===== src/hdl/csalu_pkg.sv =====
package csalu_pkg;

    // Operation codes carried on the request.
    typedef enum logic [1:0] {
        OP_ADD = 2'd0,
        OP_SUB = 2'd1,
        OP_MUL = 2'd2,
        OP_DIV = 2'd3
    } t_op;

    // Status codes returned with each result.
    typedef enum logic [1:0] {
        ST_OK       = 2'd0,
        ST_OVERFLOW = 2'd1,
        ST_DIV_ZERO = 2'd2
    } t_status;

    localparam int unsigned DataW    = 32;
    localparam int unsigned WideW    = 2 * DataW;
    localparam int unsigned DivSteps = DataW;

    // Payload that travels down the pipeline with each request.
    typedef struct packed {
        t_op                      op;
        logic signed [WideW-1:0]  exact;     // exact add, subtract or multiply result
        logic        [DataW-1:0]  rem;       // partial remainder of the divider
        logic        [DataW-1:0]  dq;        // dividend bits shifting out, quotient in
        logic        [DataW-1:0]  dvsr;      // divisor magnitude
        logic                     neg_q;     // quotient is negative
        logic                     div_zero;  // divisor was zero
    } t_stage;

endpackage


===== src/hdl/csalu_prep.sv =====
module csalu_prep import csalu_pkg::*; (
    input  logic                    i_clk,
    input  logic                    i_rst_n,
    input  logic                    i_adv,
    input  logic                    i_valid,
    input  logic [1:0]              i_req_type,
    input  logic signed [DataW-1:0] i_operand_a,
    input  logic signed [DataW-1:0] i_operand_b,
    output logic                    o_valid,
    output t_stage                  o_data
);

    logic                    r_valid;
    t_stage                  r_data;
    t_stage                  n_data;
    t_op                     op;
    logic signed [WideW-1:0] prod;
    logic signed [WideW-1:0] wide_a;
    logic signed [WideW-1:0] wide_b;

    assign op     = t_op'(i_req_type);
    assign wide_a = WideW'(i_operand_a);
    assign wide_b = WideW'(i_operand_b);
    assign prod   = i_operand_a * i_operand_b;

    always_comb begin
        n_data          = '0;
        n_data.op       = op;
        n_data.neg_q    = i_operand_a[DataW-1] ^ i_operand_b[DataW-1];
        n_data.div_zero = (i_operand_b == '0);
        n_data.rem      = '0;
        // The magnitude of the most negative value still fits as unsigned.
        n_data.dq       = i_operand_a[DataW-1] ? (DataW'(0) - DataW'(i_operand_a))
                                               : DataW'(i_operand_a);
        n_data.dvsr     = i_operand_b[DataW-1] ? (DataW'(0) - DataW'(i_operand_b))
                                               : DataW'(i_operand_b);
        case (op)
            OP_ADD:  n_data.exact = wide_a + wide_b;
            OP_SUB:  n_data.exact = wide_a - wide_b;
            OP_MUL:  n_data.exact = prod;
            default: n_data.exact = '0;
        endcase
    end

    always_ff @(posedge i_clk) begin
        if (!i_rst_n) begin
            r_valid <= 1'b0;
        end else if (i_adv) begin
            r_valid <= i_valid;
        end
    end

    always_ff @(posedge i_clk) begin
        if (i_adv) begin
            r_data <= n_data;
        end
    end

    assign o_valid = r_valid;
    assign o_data  = r_data;

endmodule


===== config.mk =====
export PLATFORM = sky130hd
export DESIGN_NAME = csalu_prep
export DESIGN_NICKNAME = d
export VERILOG_FILES = /design/src/hdl/csalu_pkg.sv /design/src/hdl/csalu_prep.sv
export SDC_FILE = /design/constraint.sdc
export NUM_CORES = 2
export LEC_CHECK = 0
export BUFFER_PORTS_ARGS = -buffer_cell sky130_fd_sc_hd__buf_2
export CORE_MARGIN = 2
export CORE_UTILIZATION = 52
export DETAILED_ROUTE_END_ITERATION = 7
export PLACE_DENSITY = 0.69
export SYNTH_ARGS = -nofsm -noshare
export SYNTH_HDL_FRONTEND = slang
export SYNTH_SLANG_ARGS = --single-unit

===== constraint.sdc =====
create_clock -name i_clk -period 10 [get_ports i_clk]
set_input_delay 1 -clock i_clk [delete_from_list [all_inputs] [get_ports i_clk]]
set_output_delay 1 -clock i_clk [all_outputs]
set_load 0.02 [all_outputs]

; ---- Word-level counts from Yosys, hierarchy flattened
; Cells that the tools add are included.
[totals]
register_bits = 133
in_bits = 70
out_inout_bits = 165
word_cells = 22
[classes]
addsub = 4
mul = 1
n_eq_ne = 2
muxes = 3
n_bitwise = 1
reduce_logical = 2
[op_table]
columns = op, count
row1 = one-hot mux 64 bit (3 select lines), 1
row2 = multiplier 32 x 32 -> 64 bit, 1
row3 = subtractor 1 x 32 -> 32 bit (first input constant), 2
row4 = two-way mux 31 bit, 2
row5 = adder 32 x 32 -> 33 bit, 1
row6 = subtractor 32 x 32 -> 33 bit, 1
row7 = logical NOT 32 bit, 1
row8 = equality test 2 x 1 -> 1 bit (second input constant), 1
row9 = equality test 2 bit (second input constant), 1
row10 = logical NOT 2 bit, 1
row11 = XOR 1 bit, 1

; ---- Logic depth before layout (Yosys ltp)
[logic_depth]
depth_word = 2
mapped_depth = 32
mapped_depth_nobuf = 29

; ---- Worst setup path after synthesis
; OpenSTA, ideal clock, no wires.
[synth_path]
path_type = in2reg
startpoint = input port i_operand_a[31]
endpoint = register r_data, in the netlist o_data[161], data pin
setup_ps = 278
t_arrival_ps = 8981
required_ps = 9722
path_slack_ps = 741
cell_stages = 29
n_path_buf = 3
cell_sequence = clkbuf_1 clkbuf_1 clkbuf_1 nand2_1 inv_1 fa_1 inv_1 fa_1 inv_1 fa_1 fa_1 inv_1 fa_1 inv_1 fa_1 inv_1 fa_1 inv_1 fa_1 ha_1 a21o_1 a21o_1 a221o_1 a41o_1 a31oi_1 nor3_1 o32ai_1 xnor2_1 o21ai_0
[synth_rtl]
columns = item, line
row1 = "start, declared", csalu_prep.sv:7  ; input logic signed [DataW-1:0] i_operand_a,
row2 = "end signal, assigned", csalu_prep.sv:55  ; r_data <= n_data;
row3 = "end, declared", csalu_prep.sv:14  ; t_stage r_data;

==> out/metrics.csv <==
metric;value;unit
run_status;complete, no violations;
reg2reg_to;o_valid;
clockBufferDepth;2;
yosys.area.top_type;fa_1;
ys_seq_area_share;8.896;%
clock.fmax;106.8;MHz
hold_viol_final;0;
dr.pass1.iters;7;
postRouteAntennaNets;0;
synth_edf_count;132;
ys.flop_type;edfxtp_1;
syn2layout_area_growth;6.728;%
grt_pass1_wl;222000;µm
htree_levels;4;
synth_cell_type_count;73;
io_buffers;202;
synth_most_common_cell;fa_1;
grt_pass1_vias;36900;
slew_headroom;26.13;%
max_slew.worst_pin.slew;1.108;ns
drv_slew;0;
regArea;3984;µm²
critPathRequiredTime;10.25;ns
start_util;52.51;%
synth.area.top_cells;fa_1 48%, edfxtp_1 8.9%, inv_1 8.6%;
syn-instance-count;4757;
ctsResizeCount;0;
hp-start;o_valid;
postCtsHoldBufs;0;
synth_commonest_cells;1084 x fa_1, 1027 x inv_1, 559 x nand2_1, 437 x and2_1, 251 x ha_1;
io_pins;235;
wire_per_inst;24.05;µm
r2r_setup_slack;9.41;ns
min_period;9.361;ns
insertion_delay;0.50;ns
drcViolationCount;0;
final_nets;6253;
root_buffer;clkbuf_16;
setup_viol;0;
reg2reg_depth;2;
cts_tree;yes;
die_h;297.5;µm
cp.arrival;9.61;ns
cap_violations;0;
postSynth.asyncResetShare;0;%
hold_path_end;o_valid;
yosysWarnings;0;
gr-usage-all-layers;33.84;%
die_area;88490;µm²
drt-total-wl;144600;µm
yosysTopAreaCellShare;48.46;%
cts_sinks;133;
antenna_found_initial;9;
place_inst;5973;
skew;0;ns
ys_ff_latch;133;
fillers;7600;
path_clk_slew;0.07;ns
grt_max_degree;71;
gp_congestion;1.025;
cts_buffers;17;
rsz0062_at_grt;no;
drt-vias-per-instance;5.660;
drt_iter0_markers;2676;
endpoint_kind;register;
final_cells;6011;
critPathLaunch;i_operand_b[12];
postCtsSetupBuffers;0;
syn_area_per_cell;9.414;µm²
holdCritPathClass;reg2reg;
fin_crit_sh;93.61;%
critPathMaxFanout;30;
dp_hpwl;118700;µm
critical_path_class;in2reg;
tns;0;ns
r2r_start;o_valid;
multi_input_area;35820;µm²
synth_area;44780;µm²
drive_gt1_share;8.002;%
hold_depth;2;
grt_overflow;0;
setup.worst_path.start_class;input port;
vias;34030;
die_w;297.5;µm
core.rowCount;107;
core;85280;µm²
area by class of cell:
cell class              instances  area share (%)
diodes                          6         0.03141
multi-input cells            3330           74.94
flip-flops and latches        133           8.335
inverters                    1030           8.089
repair buffers                336           4.416
clock inverters                15          0.3037
clock buffers                  17          0.8900
well taps                    1144           2.995
metrics by stage:
| step | area (µm²) | util (%) | hold WS, ns | setup slack [ns] |
|---|---|---|---|---|
| after global placement | 47210 | 55.36 | 0.4903 | 0.4413 |
| after floorplan | 44900 | - | 0.5893 | 0.7412 |
| after CTS | 47780 | 56.03 | 0.5329 | 0.8857 |
| final | 47800 | 56.05 | 0.5246 | 0.6390 |
| after global routing | 47780 | 56.03 | 0.6206 | 0.3750 |
| after detailed placement | 47210 | 55.36 | 0.5177 | 0.3596 |
sequential cells by signal, summed over array words and instances, names as in the netlist:
register and cells:
o_valid 1, o_data 132
kinds of logic (layout without fill, tap and decap cells):
logic type | Yosys count | in the layout | share of synthesized area [%]
and+or+nand+nor | 1335 | 1335 | 14.49
DFF | 133 | 133 | 8.896
muxes | 6 | 6 | 0.1341
buffers and inverters | 1325 | 1398 | 11.39
other | 1 | 38 | 0.008373
xor gates and xnor gates | 156 | 156 | 3.051
adders and majority gates | 1335 | 1335 | 55.47
AOI/OAI and AO/OA | 466 | 466 | 6.563
cells in the final DEF (no fill, tap or decap), types with 12 or more instances in the layout:
| master | Yosys | final |
|---|---|---|
| fa_1 | 1084 | 1084 |
| o31ai_1 | 19 | 19 |
| nand4_1 | 12 | 12 |
| buf_2 | 1 | 201 |
| inv_1 | 1027 | 1027 |
| xnor2_1 | 119 | 119 |
| nor3_1 | 31 | 30 |
| edfxtp_1 | 132 | 132 |
| a21o_1 | 43 | 43 |
| o21ai_0 | 130 | 130 |
| nand2_1 | 559 | 559 |
| ha_1 | 251 | 251 |
| clkbuf_16 | 0 | 17 |
| nor2b_1 | 14 | 14 |
| o21bai_1 | 19 | 19 |
| o21a_1 | 15 | 15 |
| buf_4 | 32 | 127 |
| xor2_1 | 37 | 37 |
| nor2_1 | 186 | 186 |
| nand2b_1 | 27 | 27 |
| nand3_1 | 17 | 17 |
| o22ai_1 | 24 | 24 |
| a21oi_1 | 122 | 122 |
| and2_1 | 437 | 437 |
| conb_1 | 1 | 32 |
critical path, stage by stage:
cell      delay, ns
buf_2          0.58
ha_1           0.44
fa_1           0.47
inv_1          0.08
fa_1           0.45
fa_1           0.58
fa_1           0.45
fa_1           0.54
inv_1          0.05
fa_1           0.49
fa_1           0.43
fa_1           0.53
ha_1           0.40
nand3_1        0.18
nor3_1         0.21
or3b_2         0.48
a211oi_1       0.67
o21ai_0        0.31
a31oi_1        0.42
a21oi_1        0.25
and3_1         0.20
a21oi_1        0.15
xnor2_1        0.13
o21ai_0        0.08
worst max path at each step:
stage	end	slack, ns	cells after the start
final	o_data[158]	0.64	24
after CTS	o_data[158]	0.89	24
after detailed placement	o_data[158]	0.36	24
after global placement	o_data[158]	0.44	24
after global routing	o_data[158]	0.38	24
after floorplan	o_data[161]	0.74	29
per-layer routing:
metal / global-route usage (%) / vias to the layer above / wire (µm)
met5: 0 / - / 27
met4: 23.39 / 4 / 11990
met3: 7.157 / 529 / 12670
met2: 56.14 / 1726 / 70770
met1: 39.39 / 17430 / 49110
li1: - / 14340 / -
Power is left out: the tool's default activity adds up to more than one toggle a clock period on the data nets, which glitch-free logic cannot reach.
