[src/hdl/csalu_pkg.sv]
package csalu_pkg;

    // Operation codes carried on the request.
    typedef enum logic [1:0] {
        OP_ADD = 2'd0,
        OP_SUB = 2'd1,
        OP_MUL = 2'd2,
        OP_DIV = 2'd3
    } t_op;

    // Status codes returned with each result.
    typedef enum logic [1:0] {
        ST_OK       = 2'd0,
        ST_OVERFLOW = 2'd1,
        ST_DIV_ZERO = 2'd2
    } t_status;

    localparam int unsigned DataW    = 32;
    localparam int unsigned WideW    = 2 * DataW;
    localparam int unsigned DivSteps = DataW;

    // Payload that travels down the pipeline with each request.
    typedef struct packed {
        t_op                      op;
        logic signed [WideW-1:0]  exact;     // exact add, subtract or multiply result
        logic        [DataW-1:0]  rem;       // partial remainder of the divider
        logic        [DataW-1:0]  dq;        // dividend bits shifting out, quotient in
        logic        [DataW-1:0]  dvsr;      // divisor magnitude
        logic                     neg_q;     // quotient is negative
        logic                     div_zero;  // divisor was zero
    } t_stage;

endpackage

[src/hdl/csalu_div_stage.sv]
module csalu_div_stage import csalu_pkg::*; (
    input  logic   i_clk,
    input  logic   i_rst_n,
    input  logic   i_adv,
    input  logic   i_valid,
    input  t_stage i_data,
    output logic   o_valid,
    output t_stage o_data
);

    logic             r_valid;
    t_stage           r_data;
    t_stage           n_data;
    logic [DataW:0]   shifted;
    logic [DataW:0]   diff;
    logic             take;

    // One restoring step: bring down the next dividend bit and subtract
    // the divisor when it fits.
    assign shifted = {i_data.rem, i_data.dq[DataW-1]};
    assign diff    = shifted - {1'b0, i_data.dvsr};
    assign take    = (shifted >= {1'b0, i_data.dvsr});

    always_comb begin
        n_data     = i_data;
        n_data.rem = take ? diff[DataW-1:0] : shifted[DataW-1:0];
        n_data.dq  = {i_data.dq[DataW-2:0], take};
    end

    always_ff @(posedge i_clk) begin
        if (!i_rst_n) begin
            r_valid <= 1'b0;
        end else if (i_adv) begin
            r_valid <= i_valid;
        end
    end

    always_ff @(posedge i_clk) begin
        if (i_adv) begin
            r_data <= n_data;
        end
    end

    assign o_valid = r_valid;
    assign o_data  = r_data;

endmodule

[config.mk]
export PLATFORM = sky130hd
export DESIGN_NAME = csalu_div_stage
export DESIGN_NICKNAME = d
export VERILOG_FILES = /design/src/hdl/csalu_pkg.sv /design/src/hdl/csalu_div_stage.sv
export SDC_FILE = /design/constraint.sdc
export NUM_CORES = 1
export LEC_CHECK = 0
export BUFFER_PORTS_ARGS = -buffer_cell sky130_fd_sc_hd__buf_2
export CORE_AREA = 2 2 131 133
export DETAILED_ROUTE_END_ITERATION = 16
export DIE_AREA = 0 0 133 135
export HOLD_SLACK_MARGIN = 0.06
export PLACE_DENSITY = 0.71
export SETUP_SLACK_MARGIN = 0.1
export SLEW_MARGIN = 25
export SYNTH_ARGS = -nofsm -noshare
export SYNTH_HDL_FRONTEND = slang
export SYNTH_SLANG_ARGS = --single-unit
[constraint.sdc]
create_clock -name i_clk -period 3.8 [get_ports i_clk]
set_clock_uncertainty 0.2 [all_clocks]
set_input_delay 0.19 -clock i_clk [delete_from_list [all_inputs] [get_ports i_clk]]
set_output_delay 0.19 -clock i_clk [all_outputs]
set_load 0.02 [all_outputs]
-- After elaboration in Yosys (flattened, before gate mapping)
Index checks and enable logic that the tools add are counted.
- muxes and demuxes: 1
- add/sub/neg operators: 1
- $lt $le $gt $ge: 1
- operators with widths (operator ; count):
    33-bit by 32-bit greater-or-equal comparator with 1-bit output ; 1
    32-bit two-way mux ; 1
    32-bit subtractor ; 1
- bits of input ports: 168
- word-level logic and storage cells: 11
- output and inout port bits: 165
- flip-flop bits (word level): 165

-- Depth between registers and ports, before layout
Gate-level depths: netlist of the first run.
- word-level depth: 2
- depth in mapped cells: 13
- gate-level depth less buffers: 12

-- Worst setup path before layout of the first run
Ideal clock, no wire load.
- path kind: input to register
- start: input i_data[9] in the netlist's numbering
- end: register r_data (netlist bit o_data[79]), data pin
- setup slack: 0.635 ns
- data arrival time: 2.703 ns
- library setup time: 0.262 ns
- cell stages on the path: 12
- data required time: 3.338 ns
- buffers on the path: 2
- cells stage by stage: inv_1 -> ha_1 -> buf_2 -> nand4_1 -> or4_1 -> a21oi_1 -> nor3_1 -> a211oi_2 -> o21ai_2 -> o31ai_4 -> buf_4 -> mux2_1
- RTL lines (element ; RTL line ; RTL):
    from (decl) ; csalu_div_stage.sv:6 ; input t_stage i_data,
    to (signal assigned) ; csalu_div_stage.sv:40 ; r_data <= n_data;
    to (decl) ; csalu_div_stage.sv:12 ; t_stage r_data;

==> impl_metrics.tcl, run 1 <==
set metrics [dict create \
    outcome "finished, final reports clean" \
    dpl_cell_area_mm2 0.00908 \
    cts_buffer_depth 2 \
    root_buffer "clkbuf_16" \
    worstPathMaxFanout 4 \
    drt-initial-drc-count 492 \
    ir_worst_vdd_uv 308 \
    critPathRequiredTime_ns 3.78 \
    ys_types 48 \
    design_area_mm2 0.0114 \
    nFillCells 1137 \
    wl_per_cell_um 19.2 \
    gr-total-overflow 0 \
    max_freq_mhz 282 \
    synth_area_per_cell_um2 14.1 \
    relSlewSlack_pct 60.4 \
    setup_viol 0 \
    die_width_um 133 \
    drv_slew 0 \
    max_stage_delay_ns 0.53 \
    htree_num_levels 4 \
    gp_routability_congestion 0.895 \
    grt_first_pass_wirelength_um 35100 \
    drv_cap 0 \
    clk_pin_slew_ns 0.07 \
    post-dp-hpwl_um 16100 \
    syn_to_final_growth_pct 58.7 \
    cts_tree "built" \
    power_density_mw_per_mm2 443 \
    period_share_pct 93.4 \
    critPathLaunchType "primary input" \
    grt_usage_pct 26.2 \
    postCtsSetupRepairBufs 0 \
    fin_setup_tns_ns 0 \
    start_util_pct 43.7 \
    yosys_warnings 0 \
    final_util_pct 69.3 \
    synth_edf_count 164 \
    synth.net_count 711 \
    grt_start_max_net_pins 69 \
    power.leakage_nw 4.98 \
    hold_path.class "primary input to flip-flop" \
    period_needed_ns 3.55 \
    cts_buffers 17 \
    clk_latency_ns 0.43 \
    ioPinCount 333 \
    drcViolationCount 0 \
    async_flop_share_pct 0 \
    core-area_mm2 0.0164 \
    mostFrequentLayoutCells "buf_2, dlygate4sd3_1, edfxtp_1" \
    critPathTopFamily "compound AO/OA/AOI/OAI gates" \
    cp_num_buf_inv 3 \
    grt_pass1_vias 6176 \
    worst_slew_pin_slew_ns 0.595 \
    portBuffers 332 \
    first_pass_iters 5 \
    drive_gt1_share_pct 37.4 \
    antenna_found_initial 4 \
    hold_violations 0 \
    syn-cell-area_mm2 0.00717 \
    crit_top_cell "a21oi_1" \
    rsz0062_at_grt "yes" \
    final_common_cell "buf_2" \
    vias_per_cell 4.96 \
    cts.sinks 165 \
    dieArea_mm2 0.0180 \
    crit_arrival_ns 3.53 \
    die_y_um 135 \
    rows 47 \
    netlist_instances 510 \
    synth-seq-cells 165 \
    wirelength_um 24000 \
    ant_nets 0 \
    worstSetupPathType "primary input to flip-flop" \
    endpoint_kind "flip-flop" \
    fin_nets 1218 \
    seq_area_frac_synth_pct 69.0 \
    timing.critical_path.cells "dlygate4sd3_1 > buf_2 > inv_1 > ha_1 > fa_1 > nand2b_1 > a21oi_1 > o21ai_1 > o311a_1 > a31oi_2 > a21oi_1 > o41ai_2 > xor2_1 > mux2_1" \
    synth_ff_type "edfxtp_1" \
    num_vias 6215 \
    cp_slowest_cell "dlygate4sd3_1" \
]
==> cells by family after synthesis <==
| logic type | synth area share [%] |
|---|---|
| buffers and inverters | 3.19 |
| multiplexers | 1.99 |
| AND/OR/NAND/NOR | 6.41 |
| flip-flops | 69.0 |
| XOR/XNOR | 3.30 |
| AO/OA/AOI/OAI | 10.3 |
| adder cells (fa/ha/maj) | 5.86 |
==> sequential cells by signal, summed over array words and instances (netlist names) <==
signal / cells
o_data: 164
o_valid: 1
==> worst register-to-register path: stages, from the launching register on <==
cell	delay (ns)
dfxtp_1	0.32
mux2i_1	0.17
nor2b_1	0.07
dlygate4sd3_1	0.56
==> final timing paths <==
check	startpoint	endpoint	slack [ns]	cells after the start
worst max-delay path	i_data[65]	o_data[96]$_DFFE_PP_	0.25	14
worst max register to register	o_valid$_SDFFE_PN0P_	o_valid$_SDFFE_PN0P_	2.37	3
worst min-delay path	i_data[35]	o_data[36]$_DFFE_PP_	0.27	2
worst min register to register	o_valid$_SDFFE_PN0P_	o_valid$_SDFFE_PN0P_	0.94	3
==> routing by layer <==
metal | vias to the layer above | routed length, um | global-route usage (%)
met2 | 303 | 11900 | 44.9
met3 | 57 | 1740 | 6.83
met4 | 2 | 915 | 12.3
li1 | 2925 | - | -
met1 | 2928 | 9410 | 31.0
met5 | - | 17 | 0
==> per-stage QoR <==
| step | power (mW) | worst slack (ns) | hold WS (ns) | cells |
|---|---|---|---|---|
| floorplan | 2.85 | 0.635 | 0.0889 | 510 |
| global placement | 3.23 | 0.344 | 0.167 | 1051 |
| detailed placement | 3.24 | 0.229 | 0.168 | 1051 |
| CTS | 5.04 | 0.131 | 0.247 | 1250 |
| global route | 5.22 | 0.0679 | 0.253 | 1252 |
| finish | 5.04 | 0.252 | 0.268 | 1253 |
==> final cells by class <==
type                            count  area, um2  area share (%)
Antenna cell                        3       7.51          0.0660
Clock buffer                       18        429            3.77
Clock inverter                     14        143            1.25
Inverter                           38        143            1.25
Multi-Input combinational cell    290       2020            17.7
Sequential cell                   165       4940            43.5
Tap cell                          220        275            2.42
Timing Repair Buffer              505       3420            30.0
==> synth_stat cells, types with 3 or more instances <==
cell type / count / area, um2
nor4_1: 4 / 25.0
o21ai_0: 16 / 80.1
xor2_1: 11 / 96.3
ha_1: 32 / 400
a31oi_1: 5 / 31.3
a211oi_1: 3 / 22.5
clkbuf_1: 5 / 18.8
nand4_1: 7 / 43.8
nor2b_1: 3 / 18.8
mux2_1: 4 / 45.0
xnor2_1: 16 / 140
nand2_1: 27 / 101
nand2b_1: 4 / 25.0
o21bai_1: 3 / 22.5
nor2_1: 36 / 135
buf_2: 8 / 40.0
buf_4: 3 / 22.5
mux2i_1: 3 / 30.0
o21a_1: 6 / 45.0
a21oi_1: 54 / 270
inv_1: 38 / 143
mux2_2: 6 / 67.6
a21o_1: 12 / 90.1
edfxtp_1: 164 / 4920
o211ai_1: 4 / 30.0
nand3_1: 8 / 40.0
==> report_power, final <==
part	switching [mW]	total (mW)	leakage [nW]	internal (mW)
combinational	0.655	1.12	3.10	0.466
clock	0.795	1.66	0.267	0.870
sequential	0.0484	2.26	1.61	2.21
total	1.50	5.04	4.98	3.54
==> what timing repair did <==
item,4_1_cts,5_1_grt
hold buffers,167,0
hold endpoints to repair,213,0
gates resized for setup,0,12
setup endpoints to repair,0,18
Note: power is estimated with default switching activity, not from simulation.
==> run 2: changes to the inputs <==
- CTS_BUF_LIST: default -> sky130_fd_sc_hd__clkbuf_4 sky130_fd_sc_hd__clkbuf_8 sky130_fd_sc_hd__clkbuf_16
==> run 2 against run 1 <==
Effect of this change:
- via count decreased by 0.47%
- sequential power about the same
- sequential share of layout area is essentially flat
- highest routed layer unchanged
==> impl_metrics.tcl, run 2 (synthesis gave the netlist of run 1 again) <==
set metrics [dict create \
    outcome "finished, final reports clean" \
    p_int_mw 3.55 \
    die_y_um 135 \
    endpoint_kind "flip-flop" \
    wl_per_cell_um 19.2 \
    combPwrFrac_pct 22.2 \
    gp_routability_congestion 0.895 \
    cts_tree "built" \
    critPathRequiredTime_ns 3.79 \
    antenna_found_initial 4 \
    clk_pin_slew_ns 0.07 \
    rsz0062_at_grt "yes" \
    first_pass_iters 5 \
    switching_share_pct 29.7 \
    vias_per_cell 4.94 \
    die_width_um 133 \
    core-area_mm2 0.0164 \
    pwr-share-clk_pct 33.1 \
    cts_buffers 17 \
    period_needed_ns 3.55 \
    power.leakage_nw 4.99 \
    timing.reg2reg.worst_path_depth 3 \
    num_vias 6186 \
    crit_arrival_ns 3.54 \
    fin_setup_tns_ns 0 \
    drive_gt1_share_pct 37.5 \
    holdPathStages 2 \
    drcViolationCount 0 \
    drv_slew 0 \
    drv_cap 0 \
    r2r_start "o_valid$_SDFFE_PN0P_" \
    setup_viol 0 \
    final_util_pct 69.3 \
    syn_to_final_growth_pct 58.7 \
    portBuffers 332 \
    worstSetupPathType "primary input to flip-flop" \
    ant_nets 0 \
    power_density_mw_per_mm2 444 \
    worst_slew_pin_slew_ns 0.595 \
    pwr-share-seq_pct 44.6 \
    largest_reg_flops 164 \
    post-dp-hpwl_um 16100 \
    hold_violations 0 \
    mostFrequentLayoutCells "buf_2, dlygate4sd3_1, edfxtp_1" \
    period_share_pct 93.4 \
    r2r_slack_ns 2.37 \
    start_util_pct 43.7 \
    grt_usage_pct 26.2 \
    grt_pass1_vias 6207 \
    dieArea_mm2 0.0180 \
    ir_worst_vdd_uv 310 \
    min_to "o_data[36]$_DFFE_PP_" \
    hold_path.class "primary input to flip-flop" \
    r2r_end "o_valid$_SDFFE_PN0P_" \
    gr-total-overflow 0 \
    clk_latency_ns 0.43 \
    grt_start_max_net_pins 69 \
    drt-initial-drc-count 487 \
    switchingPower_mw 1.50 \
    worstHoldStart "i_data[35]" \
    final_common_cell "buf_2" \
    critPathLaunchType "primary input" \
    worstPathMaxFanout 18 \
    wirelength_um 24000 \
    ioPinCount 333 \
    rows 47 \
    cts_buffer_depth 2 \
    grt_first_pass_wirelength_um 35100 \
    max_freq_mhz 282 \
    htree_num_levels 4 \
    root_buffer "clkbuf_16" \
    cts.sinks 165 \
    fin_nets 1218 \
    relSlewSlack_pct 60.3 \
]
[run 2: cell type report]
| cell class | instances | area, um2 |
|---|---|---|
| sequential | 165 | 4940 |
| fill | 1137 | 5030 |
| clock buffer | 18 | 433 |
| antenna | 3 | 7.51 |
| clock inverter | 14 | 143 |
| tap | 220 | 275 |
| inverter | 38 | 143 |
| multi-input combinational | 290 | 2020 |
| timing repair buffer | 505 | 3420 |
[run 2: power by group through the flow]
| stage | clock network (mW) | logic [mW] | registers [mW] |
|---|---|---|---|
| floorplan | 0 | 0.330 | 2.52 |
| global placement | 0 | 0.947 | 2.28 |
| detailed placement | 0 | 0.956 | 2.29 |
| CTS | 1.69 | 1.10 | 2.25 |
| global route | 1.77 | 1.20 | 2.27 |
| finish | 1.67 | 1.12 | 2.26 |
[run 2: stage by stage]
stage               instance area, um2  worst slack [ns]  hold WS, ns  total power [mW]  std cells
finish                           11400             0.249        0.267              5.05       1253
global route                     11400            0.0679        0.252              5.23       1252
CTS                              11300             0.131        0.249              5.05       1250
detailed placement                9080             0.229        0.168              3.24       1051
global placement                  9080             0.344        0.167              3.23       1051
floorplan                         7170             0.635       0.0889              2.85        510
[run 2: repair_timing]
action / CTS / global route
setup buffers: 0 / 0
hold buffers: 167 / 0
endpoints found under the setup margin: 0 / 18
endpoints found under the hold margin: 213 / 0
gates resized for setup: 0 / 12
[run 2: how the worst max path moves through the flow]
stage / start / to / slack [ns] / depth (start not counted)
floorplan: i_data[9] / o_data[79]$_DFFE_PP_ / 0.63 / 12
global placement: i_data[65] / o_data[96]$_DFFE_PP_ / 0.34 / 13
detailed placement: i_data[65] / o_data[96]$_DFFE_PP_ / 0.23 / 13
CTS: i_data[2] / o_data[96]$_DFFE_PP_ / 0.13 / 13
global route: i_data[65] / o_data[96]$_DFFE_PP_ / 0.07 / 14
finish: i_data[14] / o_data[69]$_DFFE_PP_ / 0.25 / 13
[run 2: worst max-delay path: stages]
cell and delay (ns):
dlygate4sd3_1 0.53, buf_2 0.14, inv_1 0.04, ha_1 0.44
nand4_1 0.24, or4_1 0.44, a21oi_1 0.13, nor3_1 0.08
a211oi_2 0.25, o21ai_2 0.16, o31ai_4 0.32, buf_8 0.21
mux2_2 0.35
[run 2: metal layers]
| metal | track usage (%) | vias to the layer above | wire [um] |
|---|---|---|---|
| met4 | 13.0 | 2 | 947 |
| met1 | 30.8 | 2919 | 9360 |
| met5 | 0 | - | 17 |
| li1 | - | 2924 | - |
| met3 | 6.94 | 55 | 1760 |
| met2 | 44.7 | 286 | 12000 |
