## src/hdl/csalu_pkg.sv

```systemverilog
package csalu_pkg;

    // Operation codes carried on the request.
    typedef enum logic [1:0] {
        OP_ADD = 2'd0,
        OP_SUB = 2'd1,
        OP_MUL = 2'd2,
        OP_DIV = 2'd3
    } t_op;

    // Status codes returned with each result.
    typedef enum logic [1:0] {
        ST_OK       = 2'd0,
        ST_OVERFLOW = 2'd1,
        ST_DIV_ZERO = 2'd2
    } t_status;

    localparam int unsigned DataW    = 32;
    localparam int unsigned WideW    = 2 * DataW;
    localparam int unsigned DivSteps = DataW;

    // Payload that travels down the pipeline with each request.
    typedef struct packed {
        t_op                      op;
        logic signed [WideW-1:0]  exact;     // exact add, subtract or multiply result
        logic        [DataW-1:0]  rem;       // partial remainder of the divider
        logic        [DataW-1:0]  dq;        // dividend bits shifting out, quotient in
        logic        [DataW-1:0]  dvsr;      // divisor magnitude
        logic                     neg_q;     // quotient is negative
        logic                     div_zero;  // divisor was zero
    } t_stage;

endpackage

```

## src/hdl/csalu_final.sv

```systemverilog
module csalu_final import csalu_pkg::*; (
    input  logic                    i_clk,
    input  logic                    i_rst_n,
    input  logic                    i_adv,
    input  logic                    i_valid,
    input  t_stage                  i_data,
    output logic                    o_valid,
    output logic signed [DataW-1:0] o_result_value,
    output logic [1:0]              o_status
);

    logic                    r_valid;
    logic signed [DataW-1:0] r_result;
    t_status                 r_status;
    logic signed [DataW-1:0] n_result;
    t_status                 n_status;
    logic                    wide_fits;

    // The exact result fits when all bits from the sign bit upwards agree.
    assign wide_fits = (i_data.exact[WideW-1:DataW-1] == '0) ||
                       (i_data.exact[WideW-1:DataW-1] == '1);

    always_comb begin
        n_result = '0;
        n_status = ST_OK;
        if (i_data.op == OP_DIV) begin
            if (i_data.div_zero) begin
                n_status = ST_DIV_ZERO;
            end else if (!i_data.neg_q && i_data.dq[DataW-1]) begin
                // Only the most negative value over minus one lands here.
                n_status = ST_OVERFLOW;
            end else begin
                n_result = i_data.neg_q ? (DataW'(0) - i_data.dq) : i_data.dq;
            end
        end else begin
            if (wide_fits) begin
                n_result = i_data.exact[DataW-1:0];
            end else begin
                n_status = ST_OVERFLOW;
            end
        end
    end

    always_ff @(posedge i_clk) begin
        if (!i_rst_n) begin
            r_valid <= 1'b0;
        end else if (i_adv) begin
            r_valid <= i_valid;
        end
    end

    always_ff @(posedge i_clk) begin
        if (i_adv) begin
            r_result <= n_result;
            r_status <= n_status;
        end
    end

    assign o_valid        = r_valid;
    assign o_result_value = r_result;
    assign o_status       = r_status;

endmodule

```

## config.mk

```make
export PLATFORM = sky130hd
export DESIGN_NAME = csalu_final
export DESIGN_NICKNAME = d
export VERILOG_FILES = /design/src/hdl/csalu_pkg.sv /design/src/hdl/csalu_final.sv
export SDC_FILE = /design/constraint.sdc
export NUM_CORES = 1
export LEC_CHECK = 0
export BUFFER_PORTS_ARGS = -buffer_cell sky130_fd_sc_hd__buf_2
export CAP_MARGIN = 15
export CORE_AREA = 2 2 110 59
export CTS_CLUSTER_SIZE = 12
export DETAILED_ROUTE_END_ITERATION = 10
export DIE_AREA = 0 0 112 61
export GPL_TIMING_DRIVEN = 0
export PLACE_DENSITY = 0.95
export SKIP_LAST_GASP = 1
export SYNTH_ARGS = -nofsm -noshare
export SYNTH_HDL_FRONTEND = slang
export SYNTH_SLANG_ARGS = --single-unit
```

## constraint.sdc

```tcl
create_clock -name i_clk -period 4.8 [get_ports i_clk]
set_clock_uncertainty 0.1 [all_clocks]
set_input_delay 1.44 -clock i_clk [delete_from_list [all_inputs] [get_ports i_clk]]
set_output_delay 1.44 -clock i_clk [all_outputs]
set_load 0.02 [all_outputs]
```

# Word-level counts from Yosys, hierarchy flattened
# Cells that the tools add are included.
# totals
out_inout_bits,35
in_bits,168
reg_bits,35
elab_cells,19
# op_classes
muxes,9
addsub,1
eq_ne,2
n_reduce_logical,4
# op_table
op,count
32-bit 2-to-1 mux,5
33-bit equality test (second input constant),1
33-bit zero test,1
1-bit by 32-bit subtractor with 32-bit output (first input constant),1
2-bit 2-to-1 mux,2
2-bit equality test (second input constant),1
1-bit 2-to-1 mux,2
1-bit logical AND,1
1-bit zero test,1
1-bit logical OR,1

# Logic depth before layout (Yosys ltp)
# Gate-level depths: netlist of run 1.
# logic_depth
depth_word,5
mapped_depth,8
depth_no_buf,7

# Worst setup path before layout of run 1
# OpenSTA, ideal clock, no wires.
# synth_path
kind,input port to flip-flop
from,in i_data[40] (netlist name)
to,reg r_result[28] (netlist: o_result_value[28]) (data pin)
arrival_ns,3.283
setup_time_ns,0.256
path_buffers,2
stages,7
required_ns,4.444
setup_slack_ns,1.161
cell_sequence,or4_1 > buf_2 > or4_4 > buf_6 > o41ai_4 > xnor2_1 > a22o_1
# synth_between
elab_chain_cells,5
# synth_rtl
item,line_no,rtl
start: declaration,csalu_final.sv:6,"input t_stage i_data,"
1-bit by 32-bit subtractor with 32-bit output,csalu_final.sv:33,n_result = i_data.neg_q ? (DataW'(0) - i_data.dq) : i_data.dq;
32-bit 2-to-1 mux,csalu_final.sv:33,
32-bit 2-to-1 mux,csalu_final.sv:29,end else if (!i_data.neg_q && i_data.dq[DataW-1]) begin
32-bit 2-to-1 mux,csalu_final.sv:27,if (i_data.div_zero) begin
32-bit 2-to-1 mux,csalu_final.sv:26,if (i_data.op == OP_DIV) begin
net n_result[28],csalu_final.sv:15,logic signed [DataW-1:0] n_result;
end signal: assignment,csalu_final.sv:54,r_result <= n_result;
end: declaration,csalu_final.sv:13,logic signed [DataW-1:0] r_result;
# The timed path passes the listed nets, and every way through them passes these cells.
# A chain may end at the register's enable or synchronous reset.

# Worst setup path after layout of run 1
# layout_path
from,in i_data[40] (netlist name)
to,reg r_result[31] (netlist: o_result_value[31]) (data pin)
# The elaborated chain is that of the path after synthesis.

==> qor.yml, run 1 <==
outcome: "completed"
slew_headroom_pct: 44.5
muxShareOfSynthArea_pct: 0.861
postRouteAntennaNets: 0
cts_tree: "done"
die_area_um2: 6830
power.internal_uw: 639
synth_nets: 376
fin_crit_sh_pct: 75.6
dpl.hpwl_mm: 5.56
seq_area_frac_synth_pct: 44.8
num-fill-cells: 523
num_vias: 2345
rsz0062_at_grt: "false"
cts-root-buf: "clkbuf_16"
async_flop_share_pct: 0
cts_buffers: 5
startpoint_type: "input pin"
syn_area_um2: 2320
cts.repair.resized: 0
cts_buffer_depth: 2
synth_adder_area_share_pct: 0.538
yosysTopAreaCellShare_pct: 43.9
comb_power_share_pct: 20.3
timing.hold.ws_ps: 413
port_buffers: 138
ys_types: 38
grt.total_usage_pct: 21.3
power.leakage_uw: 0.00132
synth_top_flop_cell: "edfxtp_1"
initial_utilization_pct: 39.7
yosys.area_share.simple_pct: 16.7
worstMarginPinSlew_ps: 832
core_area_um2: 5860
drtIter0Drc: 109
drive_gt1_share_pct: 44.8
synth-compound-area-share_pct: 22.9
worst_ep_arrival_time_ps: 3560
clkTransAtPathRegs_ps: 50
final_cell_mix: "139 x buf_2, 34 x edfxtp_1, 29 x xnor2_1, 29 x a22o_1, 11 x nor4_1"
final_common_cell: "buf_2"
synth_cells: 207
max_cap_violations: 0
yosysWarnings: 0
synth-seq-cells: 35
p_seq_share_pct: 41.8
total_power_uw: 865
hold_buffers: 0
dpl_cell_area_um2: 3110
p_clk_share_pct: 38.0
endpoint_kind: "flip-flop"
grt_pass1_vias: 2307
htreeDepth: 2
final-seq-area_um2: 1040
grt_overflow_total: 0
worstPathRequired_ps: 4730
n_antenna_cell: 0
drt-total-wl_mm: 7.07
ir_drop_mv: 0.138
rows: 20
die_w_um: 112
path_class: "in -> reg"
slew_viol_final: 0
nNetsFinal: 521
power_density_nw_per_um2: 265
swShare_pct: 26.1
cts_setup_buffers: 0
period_needed_ps: 3630
hold_viol_final: 0
fin_ws_ps: 1170
grt_max_degree: 36
io_pins: 203
gp_congestion: 0.815
viasPerCell: 5.45
synth_edf_count: 34
grt_pass1_wl_mm: 11.0
synth_xor_area_share_pct: 10.9
clkLatencyLatePin_ps: 270
syn_area_per_cell_um2: 11.2
drc: 0
final_area_um2: 3260
cts.sinks: 35
multi_input_area_um2: 1210
hold_path_class: "reg -> reg"
p_sw_uw: 226
wl_per_cell_um: 16.4
yosys-top-cells-area: "edfxtp_1 44%, a22o_1 11%, xnor2_1 11%, nor4_1 3.0%, nand4_1 2.4%"
drtPass1Iterations: 4
dp_slack_ps: 892
finalSetupTns_ps: 0
area_growth_pct: 40.2
holdPathStages: 2
synth_top_family_by_area: "compound AO/OA/AOI/OAI gates"
antenna_found_initial: 0
crit_fanout: 9
synth_top_area_cell: "edfxtp_1"
setup_viol: 0
rr_worst_depth: 2
die_h_um: 61
max_clock_freq_ghz: 0.275
metrics by stage:
step           util [%]  cells
5_1_grt            55.7    430
3_3_place_gp       53.1    422
3_5_place_dp       53.1    422
2_1_floorplan         -    207
4_1_cts            55.7    430
6_report           55.7    430
logic make-up (layout without fill, tap and decap cells):
family          count (synthesis)  after routing
compound gates                 61             61
xor+xnor                       29             29
fa+ha+maj                       1              1
buf+inv                        16            162
flops                          35             35
mux                             2              2
simple gates                   63             63
final timing paths:
check                  start                  to  slack, ps
hold / removal       o_valid             o_valid        410
setup / recovery  i_data[40]  o_result_value[31]       1170
setup reg to reg     o_valid             o_valid       4120
hold reg to reg      o_valid             o_valid        410
critical path, cell delays in order:
cell and delay, ps:
buf_2 110, or4_1 520, buf_2 180, or4_4 540
buf_6 160, nor4_2 230, xnor2_1 120, a32o_1 260
sequential cells by signal, summed over array words and instances (netlist names):
register	count
o_valid	1
o_result_value	32
o_status	2
final cells by class:
type / instances / area share [%]
buffer: 13 / 2.00
clock buffer: 7 / 4.38
clock inverter: 1 / 0.154
inverter: 3 / 0.345
multi-input combinational: 156 / 37.0
sequential: 35 / 31.9
tap: 77 / 2.96
timing repair buffer: 138 / 21.2
layer usage:
layer	vias up	wire (um)	track usage [%]
li1	1135	-	-
met1	1102	3150	26.1
met2	102	3240	38.4
met3	6	604	5.69
met4	0	65	5.75
met5	-	0	0
power groups by stage:
stage | sequential (uW) | combinational (uW) | clock [uW]
4_1_cts | 362 | 176 | 335
3_5_place_dp | 368 | 175 | 0
3_3_place_gp | 367 | 170 | 0
6_report | 361 | 175 | 328
2_1_floorplan | 395 | 55.8 | 0
5_1_grt | 363 | 191 | 350
synth_stat cells (2+ instances only):
cell,number
edfxtp_1,34
a22o_1,29
xnor2_1,29
nor4_1,11
nand4_1,9
or3_1,9
clkbuf_1,8
nand2_1,8
o31ai_1,7
o21ai_0,5
o21ai_1,5
or4_1,5
nand2b_1,4
o31ai_2,4
inv_1,3
nand3_1,3
nor2b_1,3
o41ai_1,3
and3_1,2
buf_1,2
buf_6,2
mux2i_1,2
nor2_1,2
nor3_1,2
o41ai_2,2
or4_4,2
No activity file was read; power rests on OpenSTA's default activity.
==> inputs of run 2 (changes only) <==
Settings changed: CORE_AREA 2 2 110 59 to 2 2 119 63, DIE_AREA 0 0 112 61 to 0 0 121 65, PLACE_DENSITY 0.95 to 0.88.
Clock period 4.8 ns to 3.17 ns, I/O delays scaled along.
==> run 2 against run 1 <==
Effect of this change: sequential share of layout area fell by 0.41 points; critical path depth did not move; combinational power rose by 53%; critical endpoint is now o_result_value[27]; core utilization fell by 8.2 points; cell count rose by 4.4%; first-iteration DRC count rose by 49%; clock-buffer cell count fell by 2; routed wire length rose by 2.9%; total power rose by 50%.
==> qor.yml, run 2 (synthesis gave the netlist of run 1 again) <==
outcome: "completed"
slew_viol_final: 0  # unchanged
rows: 22  # +10%
drive_gt1_share_pct: 46.2  # +1.4 points
r2r-start: "o_valid"
worst_path_largest_cell_delay_ps: 530  # about the same
cp_slowest_cell: "or4_4"
worstReg2RegEnd: "o_valid"
cts_setup_buffers: 0  # unchanged
cts_tree: "done"
path_class: "in -> reg"
die_h_um: 65  # +6.6%
min_from: "o_valid"
die_w_um: 121  # +8.0%
largest_register_ffs: 32  # unchanged
max_cap_violations: 0  # unchanged
num-fill-cells: 658  # +26%
n_antenna_cell: 0  # unchanged
path_cells: "buf_2 -> or4_1 -> buf_2 -> or4_4 -> buf_6 -> o31ai_1 -> xnor2_1 -> a22o_1"
rsz0062_at_grt: "false"
cts_buffers: 5  # unchanged
drc: 0  # unchanged
clkLatencyLatePin_ps: 280  # about the same
ir_drop_mv: 0.178  # +29%
min_to: "o_valid"
crit_fanout: 9  # unchanged
grt_pass1_wl_mm: 11.5  # +4.3%
total_power_uw: 1300  # +50%
grt_pass1_vias: 2356  # +2.1%
cts.sinks: 35  # unchanged
nNetsFinal: 521  # unchanged
startpoint_type: "input pin"
period_needed_ps: 3100
gp_congestion: 0.752  # -7.7%
fin_crit_sh_pct: 97.7
htreeDepth: 2  # unchanged
final_util_pct: 47.4  # -8.2 points
grt_max_degree: 36  # unchanged
slew_headroom_pct: 41.9  # -2.6 points
power.leakage_uw: 0.00133  # +0.58%
grt_overflow_total: 0  # unchanged
drt-total-wl_mm: 7.27  # +2.9%
final_cell_mix: "139 x buf_2, 34 x edfxtp_1, 29 x xnor2_1, 29 x a22o_1, 10 x nor4_1"
worst_ep_arrival_time_ps: 3030  # -530 ps
viasPerCell: 5.22  # -4.3%
finalSetupTns_ps: 0  # unchanged
hold_path_class: "reg -> reg"
wl_per_cell_um: 16.2  # -1.5%
postRouteAntennaNets: 0  # unchanged
port_buffers: 138  # unchanged
max_clock_freq_ghz: 0.323
setup_viol: 0  # unchanged
finalNonFillerCells: 449  # +4.4%
final_common_cell: "buf_2"
clkTransAtPathRegs_ps: 60  # about the same
grt.total_usage_pct: 19.1  # -2.2 points
rrSetupSlack_ps: 2480  # -1640 ps
num_vias: 2343  # -0.085%
holdPathStages: 2  # unchanged
die_area_um2: 7870  # +15%
dpl.hpwl_mm: 5.63  # +1.3%
worstPathRequired_ps: 3100  # -1630 ps
io_pins: 203  # unchanged
core_area_um2: 6960  # +19%
rr_worst_depth: 2  # unchanged
timing.hold.ws_ps: 423  # +10.0 ps
antenna_found_initial: 0  # unchanged
cts_buffer_depth: 2  # unchanged
drtPass1Iterations: 4  # unchanged
endpoint_kind: "flip-flop"
hold_viol_final: 0  # unchanged
power_density_nw_per_um2: 392  # +48%
area_growth_pct: 42.0
initial_utilization_pct: 33.4  # -6.3 points
dp_cells: 441  # +4.5%
crit_top_cell: "buf_2"
drtIter0Drc: 162  # +49%
cts-root-buf: "clkbuf_16"
worstMarginPinSlew_ps: 871  # +38.8 ps
[run 2: changes by cell type in the layout (fill, tap and decap cells not counted), sizes merged]
cell | previous run | this run
clkbuf | 15 | 13
clkinvlp | 0 | 2
[run 2: metrics by stage]
stage / cell area [um^2] / worst slack (ps)
floorplan: 2320 / 19.9
global placement: 3140 / -280
detailed placement: 3140 / -293
CTS: 3290 / 69.6
global route: 3300 / 14.8
finish: 3300 / 71.8
[run 2: worst max path at each step]
| stage | start | to | slack (ps) | depth (start not counted) |
|---|---|---|---|---|
| after floorplan | i_data[40] | o_result_value[28] | 20 | 7 |
| after global placement | i_data[40] | o_result_value[31] | -280 | 8 |
| after detailed placement | i_data[40] | o_result_value[31] | -290 | 8 |
| after CTS | i_data[40] | o_result_value[31] | 70 | 8 |
| after global routing | i_data[40] | o_result_value[27] | 10 | 8 |
| final | i_data[40] | o_result_value[27] | 70 | 8 |
[run 2: worst max-delay path: cells and delay by family]
family,cells,cell delay [ps]
simple gates,2,1050
compound gates,2,470
xor+xnor,1,100
buf+inv,3,460
[run 2: area by class of cell]
type                    count  area [um^2]  share of cell area [%]
plain buffers              13         67.6                    2.05
clock buffers               5          125                    3.79
clock inverters             3         20.0                   0.606
inverters                   3         11.3                   0.341
multi-input cells         156         1230                    37.1
flip-flops and latches     35         1040                    31.5
well taps                  96          120                    3.64
repair buffers            138          691                    20.9
[run 2: timing repair]
action	4_1_cts	5_1_grt
hold buffers	0	0
resized for setup	1	6
setup endpoints to repair	1	31
pin swaps	0	0
[run 2: power by group]
| group | switching (uW) | internal, uW |
|---|---|---|
| clock | 191 | 289 |
| sequential | 7.89 | 540 |
| combinational | 150 | 117 |
[run 2: per-layer routing]
layer,wire [um],track usage [%],share of wire [%]
met2,3240,32.5,45
met4,10,2.91,0.14
met1,3360,24.7,46
met3,655,5.28,9.0
met5,0,0,0
